**src/hdl/itr_pkg.sv**
```systemverilog
// Shared constants, types and the arctangent table for the IMU tilt and rate integrator.
// No dependencies; used by itr_cordic, itr_gyro and the top level.
`default_nettype none

package itr_pkg;

  // CORDIC length and datapath widths
  localparam int CORDIC_STEPS = 16;
  localparam int STEP_W       = $clog2(CORDIC_STEPS);
  localparam int TAB_IDX_W    = 5;           // table holds 17 entries (0 to 16)
  localparam int AXIS_W       = 16;
  localparam int XY_W         = 28;          // inputs * 256 plus CORDIC gain
  localparam int ANG_W        = 20;          // angle accumulator, radians Q.16
  localparam int TILT_W       = 16;
  localparam int SUM_W        = 32;
  localparam int GAIN_W       = 12;
  localparam int PROD_W       = AXIS_W + GAIN_W + 1;
  localparam int PAIR_W       = 2;
  localparam int NUM_PAIRS    = 3;

  localparam logic [GAIN_W-1:0] GAIN_RESET = GAIN_W'(10);

  localparam logic signed [ANG_W-1:0] PI_Q16     = ANG_W'(205887);
  localparam logic signed [ANG_W-1:0] NEG_PI_Q16 = -ANG_W'(205887);
  localparam logic signed [ANG_W-1:0] TILT_MAX   = ANG_W'(25736);
  localparam logic signed [ANG_W-1:0] TILT_MIN   = -ANG_W'(25736);
  localparam logic signed [ANG_W-1:0] RND_BIAS   = ANG_W'(4);

  localparam logic [PAIR_W-1:0] LAST_PAIR = PAIR_W'(NUM_PAIRS - 1);
  localparam logic [STEP_W-1:0] LAST_STEP = STEP_W'(CORDIC_STEPS - 1);

  typedef struct packed {
    logic              load;
    logic              step;
    logic [STEP_W-1:0] idx;
  } cordic_ctrl_t;

  typedef struct packed {
    logic              en;
    logic [PAIR_W-1:0] idx;
  } gyro_ctrl_t;

  // atan(2^-i) in Q.16, rounded to nearest
  function automatic logic signed [ANG_W-1:0] atan_entry(input logic [TAB_IDX_W-1:0] i);
    logic signed [ANG_W-1:0] v;
    case (i)
      5'd0:    v = ANG_W'(51472);
      5'd1:    v = ANG_W'(30386);
      5'd2:    v = ANG_W'(16055);
      5'd3:    v = ANG_W'(8150);
      5'd4:    v = ANG_W'(4091);
      5'd5:    v = ANG_W'(2047);
      5'd6:    v = ANG_W'(1024);
      5'd7:    v = ANG_W'(512);
      5'd8:    v = ANG_W'(256);
      5'd9:    v = ANG_W'(128);
      5'd10:   v = ANG_W'(64);
      5'd11:   v = ANG_W'(32);
      5'd12:   v = ANG_W'(16);
      5'd13:   v = ANG_W'(8);
      5'd14:   v = ANG_W'(4);
      5'd15:   v = ANG_W'(2);
      5'd16:   v = ANG_W'(1);
      default: v = '0;
    endcase
    return v;
  endfunction

endpackage

`default_nettype wire

```
**src/hdl/itr_cordic.sv**
```systemverilog
// Shared vectoring CORDIC: one micro-rotation per step, Q3.13 result with clamp.
// Depends on itr_pkg.
`default_nettype none

module itr_cordic (
  input  wire                                clk,
  input  wire                                rst,
  input  wire itr_pkg::cordic_ctrl_t         ctrl,
  input  wire logic signed [itr_pkg::AXIS_W-1:0] y_in,
  input  wire logic signed [itr_pkg::AXIS_W-1:0] x_in,
  output logic signed [itr_pkg::TILT_W-1:0]  tilt
);

  logic signed [itr_pkg::XY_W-1:0]  x;
  logic signed [itr_pkg::XY_W-1:0]  y;
  logic signed [itr_pkg::ANG_W-1:0] ang;
  logic                             zero;

  logic signed [itr_pkg::XY_W-1:0]  xs;
  logic signed [itr_pkg::XY_W-1:0]  ys;
  logic signed [itr_pkg::XY_W-1:0]  dx;
  logic signed [itr_pkg::XY_W-1:0]  dy;
  logic signed [itr_pkg::ANG_W-1:0] da;
  logic signed [itr_pkg::ANG_W-1:0] rnd;

  assign xs = itr_pkg::XY_W'(x_in) <<< 8;
  assign ys = itr_pkg::XY_W'(y_in) <<< 8;
  assign dx = y >>> ctrl.idx;
  assign dy = x >>> ctrl.idx;
  assign da = itr_pkg::atan_entry(itr_pkg::TAB_IDX_W'(ctrl.idx));

  always_ff @(posedge clk) begin
    if (rst) begin
      zero <= 1'b1;
    end else if (ctrl.load) begin
      zero <= (x_in == '0) && (y_in == '0);
    end
    if (ctrl.load) begin
      // left half-plane: rotate by pi first
      if (x_in[itr_pkg::AXIS_W-1]) begin
        x   <= -xs;
        y   <= -ys;
        ang <= !y_in[itr_pkg::AXIS_W-1] ? itr_pkg::PI_Q16 : itr_pkg::NEG_PI_Q16;
      end else begin
        x   <= xs;
        y   <= ys;
        ang <= '0;
      end
    end else if (ctrl.step) begin
      if (!y[itr_pkg::XY_W-1]) begin
        x   <= x + dx;
        y   <= y - dy;
        ang <= ang + da;
      end else begin
        x   <= x - dx;
        y   <= y + dy;
        ang <= ang - da;
      end
    end
  end

  // round Q.16 to Q3.13, floor after bias
  assign rnd = (ang + itr_pkg::RND_BIAS) >>> 3;

  always_comb begin
    if (zero) begin
      tilt = '0;
    end else if (rnd > itr_pkg::TILT_MAX) begin
      tilt = itr_pkg::TILT_W'(itr_pkg::TILT_MAX);
    end else if (rnd < itr_pkg::TILT_MIN) begin
      tilt = itr_pkg::TILT_W'(itr_pkg::TILT_MIN);
    end else begin
      tilt = itr_pkg::TILT_W'(rnd);
    end
  end

endmodule

`default_nettype wire

```
**src/hdl/itr_gyro.sv**
```systemverilog
// Gyro angle sums: registered rate*gain product, then saturating 32-bit add.
// Depends on itr_pkg.
`default_nettype none

module itr_gyro (
  input  wire                                     clk,
  input  wire                                     rst,
  input  wire itr_pkg::gyro_ctrl_t                ctrl,
  input  wire logic signed [itr_pkg::AXIS_W-1:0]  rate,
  input  wire logic [itr_pkg::GAIN_W-1:0]         gain,
  output logic [itr_pkg::NUM_PAIRS-1:0][itr_pkg::SUM_W-1:0] sums
);

  logic signed [itr_pkg::PROD_W-1:0] prod;
  logic                              pend;
  logic [itr_pkg::PAIR_W-1:0]        pend_idx;
  logic signed [itr_pkg::SUM_W:0]    wide;
  logic [itr_pkg::SUM_W-1:0]         sat;

  assign wide = (itr_pkg::SUM_W + 1)'(signed'(sums[pend_idx])) + (itr_pkg::SUM_W + 1)'(prod);

  always_comb begin
    if (wide[itr_pkg::SUM_W] != wide[itr_pkg::SUM_W-1]) begin
      sat = wide[itr_pkg::SUM_W] ? {1'b1, {(itr_pkg::SUM_W-1){1'b0}}}
                                 : {1'b0, {(itr_pkg::SUM_W-1){1'b1}}};
    end else begin
      sat = wide[itr_pkg::SUM_W-1:0];
    end
  end

  always_ff @(posedge clk) begin
    if (rst) begin
      sums <= '0;
      pend <= 1'b0;
    end else begin
      pend <= ctrl.en;
      if (pend) begin
        sums[pend_idx] <= sat;
      end
    end
    if (ctrl.en) begin
      prod     <= itr_pkg::PROD_W'(rate) * itr_pkg::PROD_W'($signed({1'b0, gain}));
      pend_idx <= ctrl.idx;
    end
  end

endmodule

`default_nettype wire

```
**src/hdl/imu_tilt_and_rate_integrator_unit.sv**
```systemverilog
// Top level of the IMU tilt and rate integrator: beat registers, sequencer, gain register.
// Depends on itr_pkg, itr_cordic and itr_gyro.
//
// Use: one input beat on s_* carries one IMU sample (three accel axes, three gyro
// rates). One output beat on m_* carries three tilt angles (Q3.13 radians, from a
// shared CORDIC) and the three gyro angle sums after this sample's update.
// An input beat is taken only while the sequencer is idle; s_tready then drops
// for the whole computation. The CORDIC handles the three axis pairs one after
// the other: per pair a load, CORDIC_STEPS micro-rotations and a store of the
// angle. One gyro sum is updated alongside each pair through the shared
// multiplier. A new sample is taken only after the last one's result has left
// the sequencer, so samples never overlap; the single CORDIC sets the pace.
// The result sits in an output register; a new sample is accepted while it
// waits. If the receiver still stalls when the next result is ready, the
// sequencer holds that result in its angle registers until m_tready frees the
// output register.
// Reset (rst, synchronous) clears the sums, sets rate_gain to 10, empties the
// output. cfg_wr_en writes rate_gain; write only while idle.
`default_nettype none

module imu_tilt_and_rate_integrator_unit (
  input  wire         clk,
  input  wire         rst,
  input  wire         s_tvalid,
  output logic        s_tready,
  // accel_x, accel_y, accel_z, rate_x, rate_y, rate_z (16 bit each)
  input  wire  [95:0] s_tdata,
  output logic        m_tvalid,
  input  wire         m_tready,
  // tilt_about_z, tilt_about_x, tilt_about_y (16 bit each),
  // turned_about_z, turned_about_x, turned_about_y (32 bit each)
  output logic [143:0] m_tdata,
  input  wire         cfg_wr_en,
  input  wire  [11:0] cfg_wr_data
);

  typedef enum logic [2:0] {
    S_IDLE,
    S_LOAD,
    S_STEP,
    S_SAVE,
    S_FINISH
  } state_t;

  state_t state;

  logic [itr_pkg::PAIR_W-1:0] pair;
  logic [itr_pkg::STEP_W-1:0] step_cnt;
  logic [itr_pkg::GAIN_W-1:0] rate_gain;

  // latched sample
  logic signed [itr_pkg::AXIS_W-1:0] accel_x, accel_y, accel_z;
  logic signed [itr_pkg::AXIS_W-1:0] rate_x, rate_y, rate_z;

  logic [itr_pkg::NUM_PAIRS-1:0][itr_pkg::TILT_W-1:0] tilts;

  itr_pkg::cordic_ctrl_t             cordic_ctrl;
  itr_pkg::gyro_ctrl_t               gyro_ctrl;
  logic signed [itr_pkg::AXIS_W-1:0] op_y, op_x, rate_sel;
  logic signed [itr_pkg::TILT_W-1:0] tilt;
  logic [itr_pkg::NUM_PAIRS-1:0][itr_pkg::SUM_W-1:0] sums;
  logic                              out_free;

  assign s_tready = (state == S_IDLE);
  assign out_free = !m_tvalid || m_tready;

  // operand pairs: (ax,ay) about z, (az,ay) about x, (ax,az) about y
  always_comb begin
    case (pair)
      2'd0: begin
        op_y     = accel_x;
        op_x     = accel_y;
        rate_sel = rate_z;
      end
      2'd1: begin
        op_y     = accel_z;
        op_x     = accel_y;
        rate_sel = rate_x;
      end
      default: begin
        op_y     = accel_x;
        op_x     = accel_z;
        rate_sel = rate_y;
      end
    endcase
  end

  assign cordic_ctrl.load = (state == S_LOAD);
  assign cordic_ctrl.step = (state == S_STEP);
  assign cordic_ctrl.idx  = step_cnt;
  assign gyro_ctrl.en     = (state == S_LOAD);
  assign gyro_ctrl.idx    = pair;

  itr_cordic u_cordic (
    .clk  (clk),
    .rst  (rst),
    .ctrl (cordic_ctrl),
    .y_in (op_y),
    .x_in (op_x),
    .tilt (tilt)
  );

  itr_gyro u_gyro (
    .clk  (clk),
    .rst  (rst),
    .ctrl (gyro_ctrl),
    .rate (rate_sel),
    .gain (rate_gain),
    .sums (sums)
  );

  always_ff @(posedge clk) begin
    if (rst) begin
      rate_gain <= itr_pkg::GAIN_RESET;
    end else if (cfg_wr_en) begin
      rate_gain <= cfg_wr_data;
    end
  end

  // sequencer and output register
  always_ff @(posedge clk) begin
    if (rst) begin
      state    <= S_IDLE;
      pair     <= '0;
      step_cnt <= '0;
      m_tvalid <= 1'b0;
    end else begin
      // new result replaces or follows the one being taken
      if (state == S_FINISH && out_free) begin
        m_tvalid <= 1'b1;
      end else if (m_tready) begin
        m_tvalid <= 1'b0;
      end
      case (state)
        S_IDLE: begin
          if (s_tvalid) begin
            pair  <= '0;
            state <= S_LOAD;
          end
        end
        S_LOAD: begin
          step_cnt <= '0;
          state    <= S_STEP;
        end
        S_STEP: begin
          if (step_cnt == itr_pkg::LAST_STEP) begin
            state <= S_SAVE;
          end else begin
            step_cnt <= step_cnt + itr_pkg::STEP_W'(1);
          end
        end
        S_SAVE: begin
          if (pair == itr_pkg::LAST_PAIR) begin
            state <= S_FINISH;
          end else begin
            pair  <= pair + itr_pkg::PAIR_W'(1);
            state <= S_LOAD;
          end
        end
        S_FINISH: begin
          if (out_free) begin
            state <= S_IDLE;
          end
        end
        default: begin
          state <= S_IDLE;
        end
      endcase
    end
    // payload registers
    if (s_tvalid && s_tready) begin
      accel_x <= s_tdata[15:0];
      accel_y <= s_tdata[31:16];
      accel_z <= s_tdata[47:32];
      rate_x  <= s_tdata[63:48];
      rate_y  <= s_tdata[79:64];
      rate_z  <= s_tdata[95:80];
    end
    if (state == S_SAVE) begin
      tilts[pair] <= tilt;
    end
    if (state == S_FINISH && out_free) begin
      m_tdata <= {sums[2], sums[1], sums[0], tilts[2], tilts[1], tilts[0]};
    end
  end

`ifndef NO_ASSERTIONS
  // taking a sample starts the sequencer, so the next cycle cannot accept
  a_accept_busy: assert property (@(posedge clk) disable iff (rst)
    s_tvalid && s_tready |=> !s_tready)
    else $error("input accepted twice in a row");

  // pair counter never leaves the three axis pairs
  a_pair_range: assert property (@(posedge clk) disable iff (rst)
    state != S_IDLE |-> pair <= itr_pkg::LAST_PAIR)
    else $error("pair counter out of range");

  // a result appears only out of the finish state
  a_out_from_finish: assert property (@(posedge clk) disable iff (rst)
    $rose(m_tvalid) |-> $past(state == S_FINISH))
    else $error("output loaded outside finish");

  // the finish state never overwrites a result still waiting
  a_no_overwrite: assert property (@(posedge clk) disable iff (rst)
    state == S_FINISH && m_tvalid && !m_tready |=> state == S_FINISH)
    else $error("finish left while output stalled");

  // a pair is stored only after the full step count
  a_save_after_steps: assert property (@(posedge clk) disable iff (rst)
    state == S_SAVE |-> $past(state == S_STEP) && step_cnt == itr_pkg::LAST_STEP)
    else $error("angle stored before last micro-rotation");
`endif

endmodule

`default_nettype wire

```
**config.mk**
```make
export PLATFORM = sky130hd
export DESIGN_NAME = imu_tilt_and_rate_integrator_unit
export DESIGN_NICKNAME = d
export VERILOG_FILES = /design/src/hdl/itr_pkg.sv /design/src/hdl/itr_cordic.sv /design/src/hdl/itr_gyro.sv /design/src/hdl/imu_tilt_and_rate_integrator_unit.sv
export SDC_FILE = /design/constraint.sdc
export NUM_CORES = 2
export LEC_CHECK = 0
export ABC_AREA = 1
export BUFFER_PORTS_ARGS = -buffer_cell sky130_fd_sc_hd__buf_2
export CAP_MARGIN = 20
export CORE_MARGIN = 5
export CORE_UTILIZATION = 47
export CTS_CLUSTER_DIAMETER = 40
export DETAILED_ROUTE_END_ITERATION = 6
export HOLD_SLACK_MARGIN = 0.05
export PLACE_DENSITY = 0.69
export SKIP_CTS_REPAIR_TIMING = 1
export SYNTH_ARGS = -nofsm -noshare
export SYNTH_HDL_FRONTEND = slang
export SYNTH_SLANG_ARGS = --single-unit
```
**constraint.sdc**
```tcl
create_clock -name clk -period 40.8 [get_ports clk]
set_input_delay 0 -clock clk [delete_from_list [all_inputs] [get_ports clk]]
set_output_delay 0 -clock clk [all_outputs]
set_load 0.01 [all_outputs]
```
; After elaboration in Yosys (flattened, before gate mapping)
; Memories as Yosys holds them, arrays and structs flattened. A register that Yosys moved wholly into a read port is not among the register bits.
; Cells that the tools add are included.
[op_classes]
addsub = 12
mul = 1
div_mod_pow = 0
order_cmp = 6
n_eq_ne = 13
shifts = 2
mux = 43
bitwise = 0
n_reduce_logical = 18
[op_table]
columns = cell, n
row1 = 28-bit 2-to-1 mux, 8
row2 = 32-bit 2-to-1 mux, 4
row3 = 20-bit 2-to-1 mux, 5
row4 = 96-bit bitwise mux, 1
row5 = 16-bit 2-to-1 mux, 6
row6 = 32-bit binary-select mux with 2-bit select, 1
row7 = 32-bit demux with 2-bit select, 1
row8 = 28-bit adder, 2
row9 = 24-bit negator with 28-bit output, 2
row10 = 28-bit by 4-bit >>> shifter with 28-bit output, 2
row11 = 28-bit subtractor, 2
row12 = 48-bit bitwise mux, 1
row13 = 32-bit by 29-bit adder with 33-bit output, 1
row14 = 16-bit demux with 2-bit select, 1
row15 = 16-bit zero test, 2
row16 = 16-bit case mux with 2 select lines, 1
row17 = 16-bit by 13-bit multiplier with 29-bit output, 1
row18 = 20-bit adder, 1
row19 = 20-bit by 4-bit adder with 20-bit output (second input constant), 1
row20 = 20-bit subtractor, 1
row21 = 17-bit by 16-bit greater-than comparator with 1-bit output (second input constant), 1
row22 = 17-bit by 16-bit < comparator with 1-bit output (second input constant), 1
row23 = 3-bit case mux with 5 select lines, 1
row24 = 3-bit 2-to-1 mux, 4
row25 = other kinds (27), 44
[word_totals]
regBits = 515
latchBits = 0
ram_bits = 0
romBits = 256
input_bits = 113
output_inout_bits = 146
word_cells = 121
memories = 1
[memory_table]
columns = name, words, width, rd, rd_clocked_by_memory_dff, wr, line_no
row1 = (name not given), 16, 16, 1, 1, 0, itr_pkg.sv:46  ; case (i)

; Longest topological paths before layout
[logic_depth]
depth_word = 6
depth_mapped = 31
ltp_nobuf = 29

; By module
; A second synthesis with hierarchy kept.
[hier_totals]
cells_unflattened = 4808
hier_area_um2 = 38602.0
[by_module_without_submodules]
columns = module, n_inst, cells_each, area_each_um2, seq_area_each_um2
row1 = itr_gyro, 1, 2130, 15199.6, 2872.8
row2 = itr_cordic, 1, 2125, 12931.2, 2302.2
row3 = imu_tilt_and_rate_integrator_unit, 1, 553, 10471.3, 9088.7

; Least setup slack after synthesis
; No wires, ideal clock.
[synth_timing]
path_type = register to register
start = reg state[0]
end = reg m_tdata[0] (enable)
setup_time_ns = 1.000
arrival_ns = 14.127
required_time_ns = 39.800
path_slack_ns = 25.672
stages_incl_launch_ff = 2
path_buffers = 0
synth_period_minus_slack_ns = 15.128
path_cell_list = dfxtp_1 nor4_1
[synth_via]
elab_chain_cells = 2
[synth_lines]
columns = element, line_no
row1 = "start, declared", imu_tilt_and_rate_integrator_unit.sv:45  ; state_t state;
row2 = "start signal, assigned", imu_tilt_and_rate_integrator_unit.sv:123  ; state <= S_IDLE;
row3 = "start signal, assigned", imu_tilt_and_rate_integrator_unit.sv:138  ; state <= S_LOAD;
row4 = "start signal, assigned", imu_tilt_and_rate_integrator_unit.sv:143  ; state <= S_STEP;
row5 = 3-bit equality test, imu_tilt_and_rate_integrator_unit.sv:182  ; if (state == S_FINISH && out_free) begin
row6 = 1-bit logical AND, imu_tilt_and_rate_integrator_unit.sv:182
row7 = "end signal, assigned", imu_tilt_and_rate_integrator_unit.sv:183  ; m_tdata <= {sums[2], sums[1], sums[0], tilts[2], tilts[1], tilts[0]};
row8 = "end, declared", imu_tilt_and_rate_integrator_unit.sv:32  ; output logic [143:0] m_tdata,
; Every way passes these cells.
; A chain may end at the register's enable or synchronous reset.

; Worst setup path after layout
[layout_timing]
start = reg pair[1] in the netlist's numbering
end = reg u_gyro.prod[27] in the netlist's numbering, data pin
[layout_via]
elab_chain_cells = 3
word_cells_on_any_way = 4
classes_between = 1 x mul / 1 x eq/ne / 1 x mux / 1 x reduce/logical
[layout_lines]
columns = element, line_no
row1 = "start, declared", imu_tilt_and_rate_integrator_unit.sv:47  ; logic [itr_pkg::PAIR_W-1:0] pair;
row2 = "start signal, assigned", imu_tilt_and_rate_integrator_unit.sv:156  ; pair <= pair + itr_pkg::PAIR_W'(1);
row3 = 2-bit by 1-bit equality test with 1-bit output / 2-bit zero test (equally long branches), imu_tilt_and_rate_integrator_unit.sv:69  ; case (pair)
row4 = 16-bit case mux with 2 select lines *, imu_tilt_and_rate_integrator_unit.sv:69
row5 = 16-bit by 13-bit multiplier with 29-bit output *, itr_gyro.sv:42  ; prod <= itr_pkg::PROD_W'(rate) * itr_pkg::PROD_W'($signed({1'b0, gain}));
row6 = "end signal, assigned", itr_gyro.sv:42
row7 = "end, declared", itr_gyro.sv:14  ; logic signed [itr_pkg::PROD_W-1:0] prod;
; Mark *: on every way between the ends. The rest lies on a longest branch, timed or not.

==> results_dict.tcl <==
set metrics [dict create \
    cp.buffers_inverters 6 \
    place_ws_ns 33.64 \
    synth_area_um2 37200 \
    h-tree-depth 3 \
    io_buffer_count 258 \
    yosysUniqueCellTypes 52 \
    grt_pass1_vias 29700 \
    ys_seq_elements 531 \
    crit_chain "inv_1 > ha_2 > buf_4 > nor2_4 > a21oi_1 > nor2_1 > fa_1 > inv_1 > fa_1 > inv_1 > fa_1 > fa_1 > inv_1 > fa_1 > inv_1 > ha_1 > nand2_1 > nor4_1 > nand4_1 > nand3_1 > nand4_1 > nand3_1 > xor2_1" \
    cts_buffers 81 \
    clk_latency_ns 0.65 \
    required_ns 41.20 \
    core_um2 78700 \
    fin_cells 5942 \
    clock.fmax_ghz 0.140 \
    antenna_found_initial 3 \
    drtIter0Drc 2876 \
    final_layout_size_suffix_gt1_share_pct 10.1 \
    slowest_stage "a21oi_1" \
    vias 31600 \
    slew_violations 0 \
    wl_mm 104 \
    rsz0062_at_grt "false" \
    die_area_um2 84800 \
    grt_max_degree 98 \
    clockBufferDepth 3 \
    ys_seq_area_share_pct 39.2 \
    hold_ws_ns 0.0650 \
    status "completed" \
    min_period_ns 7.16 \
    path_delay_family "adder cells" \
    synth_edf_count 395 \
    finalHoldViolations 0 \
    initial_core_util_pct 47.2 \
    die_h_um 291 \
    worstMarginPinSlew_ns 1.09 \
    async_flop_share_pct 0 \
    timing.max_cap.violations 0 \
    dp_hpwl_mm 76.5 \
    synthToLayoutAreaGrowth_pct 17.2 \
    critical_path.max_stage_delay_ns 0.82 \
    syn_nets 4954 \
    die_w_um 291 \
    postSynthCellCount 4470 \
    io_pins 259 \
    worstHoldPathType "in2reg" \
    cp-start-kind "flip-flop" \
    overflow 0 \
    numPlacedInstances 5663 \
    clkSinkCount 531 \
    first_pass_iters 6 \
    nets 5306 \
    cts_tree "done" \
    tns_ns 0 \
    synth_warnings 0 \
    cts_root_buffer "clkbuf_16" \
    drtAntennaViolNets 0 \
    grt_pass1_wl_mm 160 \
    fin_ws_ns 33.64 \
    avgSynthCellArea_um2 8.31 \
    place.gp.congestion 0.929 \
    crit_path_end_kind "flip-flop" \
    relSlewSlack_pct 27.6 \
    rows 103 \
    arrival_ns 7.56 \
    crit_path_max_fanout 47 \
    path_class "reg2reg" \
    post_drt_wl_per_cell_um 17.6 \
    min_period_over_period_pct 17.6 \
    drc 0 \
    setup_viol 0 \
    fin_skew_ns 0.0458 \
    viasPerCell 5.31 \
    clkTransAtPathRegs_ns 0.06 \
    grt.total_usage_pct 23.2 \
    ys.flop_type "edfxtp_1" \
]
==> cells in the final DEF (no fill, tap or decap), drive strengths merged, types with 4 or more instances in the layout <==
cell type,instances
a21o,14
a21oi,317
a22o,16
a22oi,4
a31oi,10
buf,293
bufinv,4
clkbuf,93
clkinv,32
clkinvlp,8
dfxtp,136
dlygate4sd3,120
edfxtp,395
fa,182
ha,189
inv,726
nand2,941
nand3,374
nand3b,4
nand4,27
nor2,343
nor3,45
nor4,8
o211ai,9
o21a,24
o21ai,313
o21bai,37
o221ai,29
o22ai,7
o31ai,10
or2,11
xnor2,52
xor2,101
==> routing by layer <==
layer	global-route usage [%]	vias up	routed length, um
met5	0	-	13
met3	4.20	187	8090
met4	6.19	2	2620
met2	36.1	1138	46900
li1	-	15500	-
met1	33.7	14800	46700
==> registers in the layout, indices dropped and copies added (netlist names), 12 cells and up <==
name / flops
accel_x: 16
accel_y: 16
accel_z: 16
m_tdata: 144
rate_gain: 12
rate_x: 16
rate_y: 16
rate_z: 16
tilts: 48
u_cordic.ang: 20
u_cordic.da: 16
u_cordic.x: 28
u_cordic.y: 28
u_gyro.prod: 29
u_gyro.sums: 96
==> per-stage QoR <==
step	cell area, um^2	util [%]
after floorplan	37200	-
after global placement	39400	50.0
after detailed placement	39400	50.0
after CTS	42200	53.6
after global routing	43600	55.3
final	43600	55.3
==> cell families (layout without fill, tap and decap cells) <==
logic type / Yosys count / after routing / synth area share (%)
adders and majority gates: 371 / 371 / 16.2
DFF: 531 / 531 / 39.2
buffers and inverters: 855 / 1276 / 8.93
other: 0 / 1 / 0
and+or+nand+nor: 1759 / 1759 / 19.9
AOI/OAI and AO/OA: 801 / 801 / 12.2
xor gates and xnor gates: 153 / 153 / 3.63
==> final timing paths <==
kind | start | depth (start not counted) | slack (ns) | endpoint
worst min register to register | tilts[22] | 0 | 0.41 | m_tdata[22]
worst min-delay path | s_tdata[15] | 2 | 0.07 | accel_x[15]
worst max-delay path | pair[1] | 23 | 33.64 | u_gyro.prod[27]
worst max register to register | pair[1] | 23 | 33.64 | u_gyro.prod[27]
==> synthesized netlist by cell type, types with 10 or more instances <==
| cell type | n | area, um^2 |
|---|---|---|
| nand2_1 | 936 | 3510 |
| inv_1 | 700 | 2630 |
| edfxtp_1 | 395 | 11900 |
| nand3_1 | 370 | 1850 |
| nor2_1 | 334 | 1250 |
| a21oi_1 | 317 | 1590 |
| o21ai_0 | 254 | 1270 |
| ha_1 | 189 | 2360 |
| fa_1 | 182 | 3640 |
| dfxtp_1 | 136 | 2720 |
| xor2_1 | 100 | 876 |
| clkbuf_1 | 83 | 312 |
| xnor2_1 | 52 | 455 |
| o21ai_1 | 49 | 245 |
| nor3_1 | 38 | 190 |
| o21bai_1 | 37 | 278 |
| buf_2 | 35 | 175 |
| o221ai_1 | 29 | 254 |
| nand4_1 | 27 | 169 |
| o21a_1 | 24 | 180 |
| a22o_1 | 16 | 140 |
| a21o_1 | 14 | 105 |
| buf_4 | 13 | 97.6 |
| buf_1 | 11 | 41.3 |
| or2_2 | 11 | 68.8 |
| a31oi_1 | 10 | 62.6 |
| o31ai_1 | 10 | 75.1 |
==> cell type report <==
type | instances | area, um^2
clock buffers | 93 | 2120
clock inverters | 59 | 734
well taps | 1050 | 1310
multi-input cells | 3084 | 19300
flip-flops and latches | 531 | 14600
diodes | 1 | 2.50
inverters | 711 | 2670
fillers | 7139 | 35200
repair buffers | 413 | 2840
Power is left out: the tool's default activity adds up to more than one toggle a clock period on the data nets, which glitch-free logic cannot reach.
